==> src/rtl/core/seyrb_pkg.sv <==
// ----------------------------------------------------------------------------
// seyrb_pkg
// Shared types and codes for the stereo eye reorder buffer.
// ----------------------------------------------------------------------------
package seyrb_pkg;

	localparam int TIME_W = 48;
	localparam int TAG_W  = 32;
	localparam int CMD_W  = 2;
	localparam int EYE_W  = 2;

	// command codes
	localparam logic [CMD_W-1:0] CMD_FRAME = 2'd0;
	localparam logic [CMD_W-1:0] CMD_CLEAR = 2'd1;
	localparam logic [CMD_W-1:0] CMD_FLUSH = 2'd2;

	// eye codes (stored eye is one bit: left or right)
	localparam logic EYE_LEFT  = 1'b0;
	localparam logic EYE_RIGHT = 1'b1;

	typedef struct packed {
		logic [TIME_W-1:0] frame_time;
		logic              eye;
		logic [TAG_W-1:0]  tag;
	} entry_t;

	typedef enum logic [1:0] {
		OP_HOLD,
		OP_INSERT,
		OP_POP,
		OP_ROTATE
	} cell_op_t;

	// broadcast to every cell of the chain
	typedef struct packed {
		cell_op_t op;
		entry_t   new_entry;
	} cell_ctrl_t;

	typedef enum logic [1:0] {
		ST_IDLE,
		ST_DRAIN,
		ST_FLUSH
	} state_t;

endpackage

==> src/rtl/core/seyrb_cell.sv <==
// ----------------------------------------------------------------------------
// seyrb_cell
// One slot of the sorted store. Holds a frame, compares it against the
// incoming frame and shifts toward either neighbor.
// ----------------------------------------------------------------------------
module seyrb_cell (
	input  logic                clk,
	input  seyrb_pkg::cell_ctrl_t ctrl,
	input  logic                occupied,
	input  logic                is_tail,
	input  logic                prev_after,
	input  seyrb_pkg::entry_t   prev_entry,
	input  seyrb_pkg::entry_t   next_entry,
	input  seyrb_pkg::entry_t   front_entry,
	output logic                after,
	output seyrb_pkg::entry_t   entry
);
	import seyrb_pkg::*;

	entry_t entry_q;

	// new frame sorts behind this one (ties keep arrival order)
	assign after = occupied &&
		((entry_q.frame_time < ctrl.new_entry.frame_time) ||
		 ((entry_q.frame_time == ctrl.new_entry.frame_time) &&
		  (entry_q.eye <= ctrl.new_entry.eye)));

	always_ff @(posedge clk) begin
		case (ctrl.op)
			OP_INSERT: begin
				if (!after) begin
					entry_q <= prev_after ? ctrl.new_entry : prev_entry;
				end
			end
			OP_POP: entry_q <= next_entry;
			OP_ROTATE: entry_q <= is_tail ? front_entry : next_entry;
			default: entry_q <= entry_q;
		endcase
	end

	assign entry = entry_q;

endmodule

==> config.mk <==
export PLATFORM = sky130hd
export DESIGN_NAME = seyrb_cell
export DESIGN_NICKNAME = d
export VERILOG_FILES = /design/src/rtl/core/seyrb_pkg.sv /design/src/rtl/core/seyrb_cell.sv
export SDC_FILE = /design/constraint.sdc
export NUM_CORES = 1
export LEC_CHECK = 0
export BUFFER_PORTS_ARGS = -buffer_cell sky130_fd_sc_hd__buf_2
export CELL_PAD_IN_SITES_DETAIL_PLACEMENT = 1
export CELL_PAD_IN_SITES_GLOBAL_PLACEMENT = 1
export CORE_AREA = 2 2 162 164
export DETAILED_ROUTE_END_ITERATION = 8
export DIE_AREA = 0 0 164 166
export PLACE_DENSITY = 0.8
export SLEW_MARGIN = 20
export SYNTH_ARGS = -nofsm -noshare
export SYNTH_HDL_FRONTEND = slang
export SYNTH_SLANG_ARGS = --single-unit
==> constraint.sdc <==
create_clock -name clk -period 6.85 [get_ports clk]
set_clock_uncertainty 0.1 [all_clocks]
set_input_delay 1.0275 -clock clk [delete_from_list [all_inputs] [get_ports clk]]
set_output_delay 1.0275 -clock clk [all_outputs]
set_load 0.05 [all_outputs]
==> flow_metrics.tcl, run 1 <==
set metrics [dict create \
    hold_end "entry[30]$_DFFE_PP_" \
    final-hold-violation-count 0 \
    ys_types 27 \
    cp.arrival_ns 3.28 \
    rsz0062_at_grt "false" \
    fin_setup_tns_ns 0 \
    cpPeakStageDelay_ns 0.62 \
    hold_path.class "primary input to flop" \
    seqCellArea_um2 2430 \
    multi_input_area_um2 3420 \
    maxCapViolations 0 \
    ys_warn_count 0 \
    core_um2 25600 \
    hold_depth 3 \
    syn-num-nets 1008 \
    syn_avg_cell_area_um2 9.82 \
    cts_sinks 81 \
    drc_errors 0 \
    crit-reg2reg-launch "entry[76]$_DFFE_PP_" \
    ant_nets 0 \
    place_area_um2 8540 \
    worstSetupEndpointType "primary output" \
    cp_max_fo 3 \
    cp_top_family "simple AND/OR/NAND/NOR gates" \
    fmax_mhz 227 \
    maxSlewHeadroom_pct 35.2 \
    synthCells 630 \
    r2r_slack_ns 3.34 \
    ys_seq_elements 81 \
    path_buf_inv 3 \
    nFillCells 3105 \
    place.gp.congestion 0.853 \
    fp.dieH_um 166 \
    vias 6425 \
    cts_tree "done" \
    antenna_found_initial 1 \
    fin_area_um2 8870 \
    grt_overflow_total 0 \
    ir_drop_v 0.000111 \
    drv_slew 0 \
    cts_buffers 9 \
    dp_hpwl_um 19400 \
    ff2ff_path_depth 8 \
    fin_nets 1390 \
    post_drt_wl_per_cell_um 17.8 \
    portBuffers 411 \
    drive_gt1_share_pct 42.7 \
    ys.flop_type "edfxtp_1" \
    grtUsageTotal_pct 17.3 \
    die_area_um2 27200 \
    worstMarginPinSlew_ns 0.972 \
    seq_area_frac_synth_pct 39.3 \
    reg2reg_to "entry[15]$_DFFE_PP_" \
    wl_um 24100 \
    grt_max_degree 96 \
    path_clk_slew_ns 0.08 \
    route.met2.wl_um 12300 \
    required_ns 5.72 \
    period_share_pct 64.3 \
    p_per_area_nw_per_um2 199 \
    synth_edf_count 81 \
    async_reset_ff_share_pct 0 \
    die_w_um 164 \
    netlist_area_um2 6190 \
    largest_reg_flops 81 \
    worstPathCellList "buf_2, inv_1, ha_1, nand4_1, or4_1, a21oi_1, nor3_1, o21ai_0, o21ai_0, buf_2" \
    highest_layer "met5" \
    antennaDiodeCount 0 \
    grt_pass1_vias 6728 \
    wl_met3_um 1770 \
    cts_resized 0 \
    pre_cts_slack_ns 2.30 \
    crit_type "primary input to primary output" \
    num_rows 59 \
    fin_crit_ns 4.41 \
    area_delta_synth_final_pct 43.4 \
    drt_iter0_markers 231 \
    postCtsSetupBuffers 0 \
    holdBufCountCts 0 \
    start_kind "primary input" \
    min-delay-start "ctrl[30]" \
    wl_met1_um 9330 \
    whs_ns 0.925 \
    clk_latency_ns 0.35 \
    worst_slack_ns 2.44 \
    io_pins 412 \
    via_per_inst 4.75 \
    slowest_stage "or4_1" \
    h-tree-depth 3 \
    power.leakage_nw 4.43 \
    start_util_pct 24.2 \
    clock_path_buffers 2 \
    status "finished, final reports clean" \
    ctsRootBufferMaster "clkbuf_16" \
    first_pass_iters 4 \
    grt_pass1_wl_um 36300 \
    finalSetupViolCount 0 \
]
## power by group
part | internal (mW) | leakage, nW | total [mW] | switching, mW
Combinational | 0.207 | 3.48 | 0.610 | 0.403
Sequential | 0.615 | 0.806 | 0.639 | 0.0242
Clock | 0.287 | 0.148 | 0.517 | 0.229
## synthesized netlist by cell type, types with 2 or more instances
cell type / count / area, µm²
nand2_1: 13 / 48.8
mux2i_1: 81 / 811
buf_1: 8 / 30.0
edfxtp_1: 81 / 2430
a21oi_1: 101 / 505
nor3_1: 4 / 20.0
a211oi_1: 82 / 616
o21ai_0: 10 / 50.1
clkbuf_1: 36 / 135
or4_1: 2 / 15.0
o31a_1: 2 / 17.5
a221oi_1: 2 / 17.5
or3_1: 3 / 18.8
nor2b_1: 84 / 526
inv_1: 50 / 188
nand3_1: 3 / 15.0
nand2b_1: 2 / 12.5
ha_1: 48 / 601
nand4_1: 10 / 62.6
## cell type report
cell class	instances	share of cell area, %
inverter	50	2.12
timing repair buffer	415	23.8
multi-input combinational	455	38.5
clock inverter	7	0.860
tap	335	4.72
sequential	81	27.4
clock buffer	9	2.54
## worst register-to-register path, stage by stage (launching register included)
cell,delay (ns)
edfxtp_1,0.41
ha_1,0.34
nand4_1,0.15
or4_1,0.64
nand3b_4,0.21
or3_1,0.31
o21ai_0,0.13
a211o_4,0.52
buf_16,0.31
## routing by layer
layer,GRT usage [%],vias to the layer above
met4,5.64,2
li1,-,3120
met2,31.8,270
met1,19.4,2993
met5,0,-
met3,4.15,40
## worst max-delay path by stage
stage	endpoint	slack, ns	cells past startpoint	from
6_report	after	2.44	10	ctrl[47]
3_3_place_gp	after	2.38	10	ctrl[47]
2_1_floorplan	entry[0]$_DFFE_PP_	2.04	8	ctrl[76]
3_5_place_dp	entry[9]$_DFFE_PP_	2.30	9	ctrl[47]
4_1_cts	after	2.31	10	ctrl[47]
5_1_grt	after	2.23	10	ctrl[47]
## layout by cell type, fill, tap and decap left out, drive strengths merged, types with 2 or more instances in the layout
master,n
a221oi,2
nor3,4
nand3,3
a21oi,101
a211oi,82
clkinv,2
nand3b,2
o21ai,10
nor2b,84
nand4,10
mux2i,81
clkbuf,9
buf,415
or3,3
nand2,13
or4,2
edfxtp,81
o31a,2
ha,48
nand2b,2
inv,53
## metrics by stage
stage / util [%] / power, mW / instances
after floorplan: - / 1.04 / 630
after global placement: 33.4 / 1.25 / 1335
after detailed placement: 33.4 / 1.26 / 1335
after CTS: 34.5 / 1.79 / 1351
after global routing: 34.6 / 1.86 / 1352
final: 34.6 / 1.77 / 1352
## kinds of logic (layout without fill, tap and decap cells)
| family | count (synthesis) | in the layout | share of synthesized area, % |
|---|---|---|---|
| compound gates | 201 | 201 | 20.0 |
| simple gates | 125 | 125 | 12.2 |
| buf+inv | 94 | 481 | 5.70 |
| mux | 81 | 81 | 13.1 |
| flops | 81 | 81 | 39.3 |
| fa+ha+maj | 48 | 48 | 9.70 |
Note: power is estimated with default switching activity, not from simulation.
==> run 2: changes to the inputs <==
--- a/config.mk
+++ b/config.mk
@@ -8,10 +8,10 @@
 export BUFFER_PORTS_ARGS = -buffer_cell sky130_fd_sc_hd__buf_2
 export CELL_PAD_IN_SITES_DETAIL_PLACEMENT = 1
 export CELL_PAD_IN_SITES_GLOBAL_PLACEMENT = 1
-export CORE_AREA = 2 2 162 164
+export CORE_AREA = 2 2 160 162
 export DETAILED_ROUTE_END_ITERATION = 8
-export DIE_AREA = 0 0 164 166
-export PLACE_DENSITY = 0.8
+export DIE_AREA = 0 0 162 164
+export PLACE_DENSITY = 0.82
 export SLEW_MARGIN = 20
 export SYNTH_ARGS = -nofsm -noshare
 export SYNTH_HDL_FRONTEND = slang
==> constraint.sdc (replaced) <==
create_clock -name clk -period 4.4 [get_ports clk]
set_clock_uncertainty 0.1 [all_clocks]
set_input_delay 0.66 -clock clk [delete_from_list [all_inputs] [get_ports clk]]
set_output_delay 0.66 -clock clk [all_outputs]
set_load 0.05 [all_outputs]
==> run 2 against run 1 <==
Effect of this change:
- utilization is 1.2 points higher
- final area increased by 0.37%
- setup slack lost 1.9 ns
- wire length barely moved
- combinational power up 57%
- clock-buffer cell count is 3 higher
- critical path type unchanged
==> flow_metrics.tcl, run 2 (synthesis results as in run 1) <==
set metrics [dict create \
    status "finished, final reports clean" \
    drc_errors 0 \
    fp.dieH_um 164 \
    grt_pass1_vias 6584 \
    holdBufCountCts 0 \
    grtUsageTotal_pct 17.3 \
    r2r_slack_ns 0.85 \
    drt_iter0_markers 234 \
    wl_um 24000 \
    start_util_pct 24.9 \
    via_per_inst 4.76 \
    die_area_um2 26600 \
    final_common_cell "buf_2" \
    crit_type "primary input to primary output" \
    die_w_um 162 \
    finalSetupViolCount 0 \
    antennaDiodeCount 0 \
    nFillCells 3050 \
    period_share_pct 87.1 \
    postCtsSetupBuffers 0 \
    worstMarginPinSlew_ns 0.865 \
    mostFrequentLayoutCells "buf_2 (409), a21oi_1 (101), nor2b_1 (84)" \
    antenna_found_initial 0 \
    utilization_pct 35.9 \
    cts_resized 0 \
    grt_pass1_wl_um 35400 \
    final-hold-violation-count 0 \
    clock_path_buffers 2 \
    p_per_area_nw_per_um2 305 \
    area_delta_synth_final_pct 43.9 \
    fmax_mhz 261 \
    vias 6441 \
    largest_reg_flops 81 \
    cts_buffers 9 \
    grt_max_degree 82 \
    fin_crit_ns 3.83 \
    post_drt_wl_per_cell_um 17.8 \
    ir_drop_v 0.000123 \
    required_ns 3.64 \
    fin_setup_tns_ns 0 \
    dp_hpwl_um 19700 \
    worstSetupEndpointType "primary output" \
    portBuffers 411 \
    core_um2 24800 \
    place_area_um2 8590 \
    rsz0062_at_grt "false" \
    cp.arrival_ns 3.07 \
    ant_nets 0 \
    place.gp.congestion 0.785 \
    io_pins 412 \
    grt_overflow_total 0 \
    drv_slew 0 \
    power.leakage_nw 4.45 \
    num_rows 58 \
    first_pass_iters 5 \
    cp_max_fo 4 \
    fin_area_um2 8900 \
    clk_latency_ns 0.34 \
    cts_tree "done" \
    fin_nets 1396 \
    seqCellArea_um2 2430 \
    drive_gt1_share_pct 42.7 \
    path_clk_slew_ns 0.07 \
    multi_input_area_um2 3420 \
    start_kind "primary input" \
    cts_sinks 81 \
    h-tree-depth 3 \
    maxSlewHeadroom_pct 42.4 \
    maxCapViolations 0 \
    hold_path.class "primary input to flop" \
    ctsRootBufferMaster "clkbuf_16" \
]
==> run 2: through the flow <==
stage / setup WS (ns) / hold WS (ns) / instances / power [mW]
2_1_floorplan: 0.609 / 0.813 / 630 / 1.61
3_3_place_gp: 0.412 / 0.911 / 1336 / 1.95
3_5_place_dp: 0.317 / 0.924 / 1336 / 1.98
4_1_cts: 0.529 / 0.550 / 1352 / 2.76
5_1_grt: 0.458 / 0.571 / 1353 / 2.86
6_report: 0.568 / 0.570 / 1353 / 2.72
==> run 2: area by class of cell <==
type	instances	area share (%)
clock buffer	12	2.66
clock inverter	4	0.604
inverter	50	2.11
multi-input combinational	455	38.4
sequential	81	27.3
tap	330	4.64
timing repair buffer	421	24.3
==> run 2: worst paths after layout <==
| path | to | startpoint | cells past startpoint |
|---|---|---|---|
| max | after | ctrl[76] | 10 |
| min reg2reg | entry[43]$_DFFE_PP_ | entry[32]$_DFFE_PP_ | 4 |
| max reg2reg | entry[3]$_DFFE_PP_ | entry[76]$_DFFE_PP_ | 8 |
| min | entry[30]$_DFFE_PP_ | ctrl[30] | 3 |
==> run 2: per-layer routing <==
layer / part of all wire (%) / track usage [%] / routed length (µm)
met3: 7.3 / 4.49 / 1760
met5: 0 / 0 / 0
met2: 51 / 31.3 / 12200
met1: 39 / 19.8 / 9470
met4: 2.4 / 5.55 / 569
==> run 2: critical path, cell delays in order <==
cell      delay, ns
buf_2          0.09
inv_1          0.05
ha_1           0.31
nand4_1        0.14
or4_1          0.64
nand3b_4       0.23
or3_1          0.32
o21ai_0        0.15
o21ai_0        0.22
buf_2          0.27
==> run 2: power breakdown <==
part / switching (mW) / leakage [nW] / internal (mW)
clock network: 0.322 / 0.133 / 0.442
logic: 0.631 / 3.51 / 0.326
registers: 0.0385 / 0.806 / 0.957
==> run 3: changes to the inputs <==
--- a/config.mk
+++ b/config.mk
@@ -12,6 +12,7 @@
 export DETAILED_ROUTE_END_ITERATION = 8
 export DIE_AREA = 0 0 162 164
 export PLACE_DENSITY = 0.82
+export RECOVER_POWER = 25
 export SLEW_MARGIN = 20
 export SYNTH_ARGS = -nofsm -noshare
 export SYNTH_HDL_FRONTEND = slang
==> run 3 against run 2 <==
Effect of this change:
- wire length is essentially flat
- sequential power hardly changed
- via count is essentially flat
- power is 0.50% lower
- final area down 0.86%
- clock power barely moved
- clock-buffer cell count is the same
- global-route usage is the same
- highest routed layer unchanged
==> flow_metrics.tcl, run 3 (synthesis results as in run 1) <==
set metrics [dict create \
    fin_crit_ns 3.83 \
    io_pins 412 \
    wl_met3_um 1780 \
    place.gp.congestion 0.785 \
    vias 6445 \
    core_um2 24800 \
    maxSlewHeadroom_pct 42.5 \
    power.leakage_nw 4.29 \
    final_cells 1353 \
    dp_hpwl_um 19700 \
    r2r_slack_ns 0.85 \
    wl_met1_um 9450 \
    wl_um 24000 \
    fin_setup_tns_ns 0 \
    largest_reg_flops 81 \
    crit_end "after" \
    hold_path.class "primary input to flop" \
    final-hold-violation-count 0 \
    place_area_um2 8590 \
    die_w_um 162 \
    highest_layer "met4" \
    fmax_mhz 261 \
    clock_path_buffers 2 \
    cts_sinks 81 \
    drc_errors 0 \
    cp_max_fo 4 \
    final_common_cell "buf_2" \
    reg2reg_to "entry[77]$_DFFE_PP_" \
    ctsRootBufferMaster "clkbuf_16" \
    period_share_pct 87.1 \
    cts_resized 0 \
    worstSetupEndpointType "primary output" \
    status "finished, final reports clean" \
    ant_nets 0 \
    via_per_inst 4.76 \
    h-tree-depth 3 \
    grt_pass1_vias 6584 \
    grtUsageTotal_pct 17.3 \
    fin_nets 1396 \
    holdBufCountCts 0 \
    dpl.cell_count 1336 \
    fin_area_um2 8830 \
    antenna_found_initial 0 \
    cts_tree "done" \
    ir_drop_v 0.000124 \
    finalSetupViolCount 0 \
    grt_overflow_total 0 \
    grt_pass1_wl_um 35400 \
    grt_max_degree 82 \
    ff2ff_path_depth 8 \
    drive_gt1_share_pct 36.8 \
    route.met2.wl_um 12200 \
    antennaDiodeCount 0 \
    num_rows 58 \
    path_clk_slew_ns 0.07 \
    cp-startpoint "ctrl[76]" \
    crit-reg2reg-launch "entry[76]$_DFFE_PP_" \
    postCtsSetupBuffers 0 \
    cpPeakStageDelay_ns 0.64 \
    worstMarginPinSlew_ns 0.863 \
    fp.dieH_um 164 \
    start_util_pct 24.9 \
    slowest_stage "or4_1" \
    required_ns 3.64 \
    maxCapViolations 0 \
    p_per_area_nw_per_um2 306 \
    crit_type "primary input to primary output" \
    portBuffers 411 \
    clk_latency_ns 0.34 \
    die_area_um2 26600 \
    mostFrequentLayoutCells "buf_2 (348), a21oi_1 (101), nor2b_1 (84)" \
    whs_ns 0.567 \
    drt_iter0_markers 258 \
    area_delta_synth_final_pct 42.7 \
    cp.arrival_ns 3.07 \
    first_pass_iters 4 \
    drv_slew 0 \
    start_kind "primary input" \
    post_drt_wl_per_cell_um 17.8 \
    utilization_pct 35.6 \
    cts_buffers 9 \
    rsz0062_at_grt "false" \
    worstPathCellList "buf_2, inv_1, ha_1, nand4_1, or4_1, nand3b_4, or3_1, o21ai_0, o21ai_0, buf_2" \
]
-- run 3: cell types whose count changed in the layout (fill, tap and decap cells not counted) --
cell      delta
buf_2       -61
clkbuf_1    +61
-- run 3: worst max-delay path, delay by kind of cell --
family,cells,cell delay [ns]
buf+inv,3,0.41
simple gates,4,1.33
fa+ha+maj,1,0.31
compound gates,2,0.37
-- run 3: worst min-delay path by stage --
stage             start             endpoint  slack (ns)  depth (start not counted)
3_5_place_dp   ctrl[30]  entry[30]$_DFFE_PP_        0.92                          3
2_1_floorplan  ctrl[75]  entry[75]$_DFFE_PP_        0.81                          2
3_3_place_gp   ctrl[18]  entry[18]$_DFFE_PP_        0.91                          3
4_1_cts        ctrl[30]  entry[30]$_DFFE_PP_        0.55                          3
5_1_grt        ctrl[28]  entry[28]$_DFFE_PP_        0.57                          3
6_report       ctrl[30]  entry[30]$_DFFE_PP_        0.57                          3
-- run 3: layout make-up --
cell class	count	area, µm²
Fill cell	3069	16000
Multi-Input combinational cell	455	3420
Sequential cell	81	2430
Timing Repair Buffer	421	2090
Tap cell	330	413
Clock buffer	12	236
Inverter	50	188
Clock inverter	4	53.8
-- run 3: report_power, final --
group	internal (mW)	total (mW)	switching, mW
combinational	0.309	0.940	0.631
sequential	0.958	0.998	0.0403
clock	0.442	0.765	0.323
-- run 3: metal layers --
layer / track usage (%) / up-vias
met5: 0 / -
met4: 5.55 / 0
met3: 4.49 / 28
met2: 31.3 / 243
met1: 19.8 / 3028
li1: - / 3146
-- run 3: per-stage QoR --
step                power (mW)  setup WS [ns]
global route              2.85          0.458
detailed placement        1.98          0.317
global placement          1.95          0.412
finish                    2.70          0.566
CTS                       2.76          0.529
floorplan                 1.61          0.609
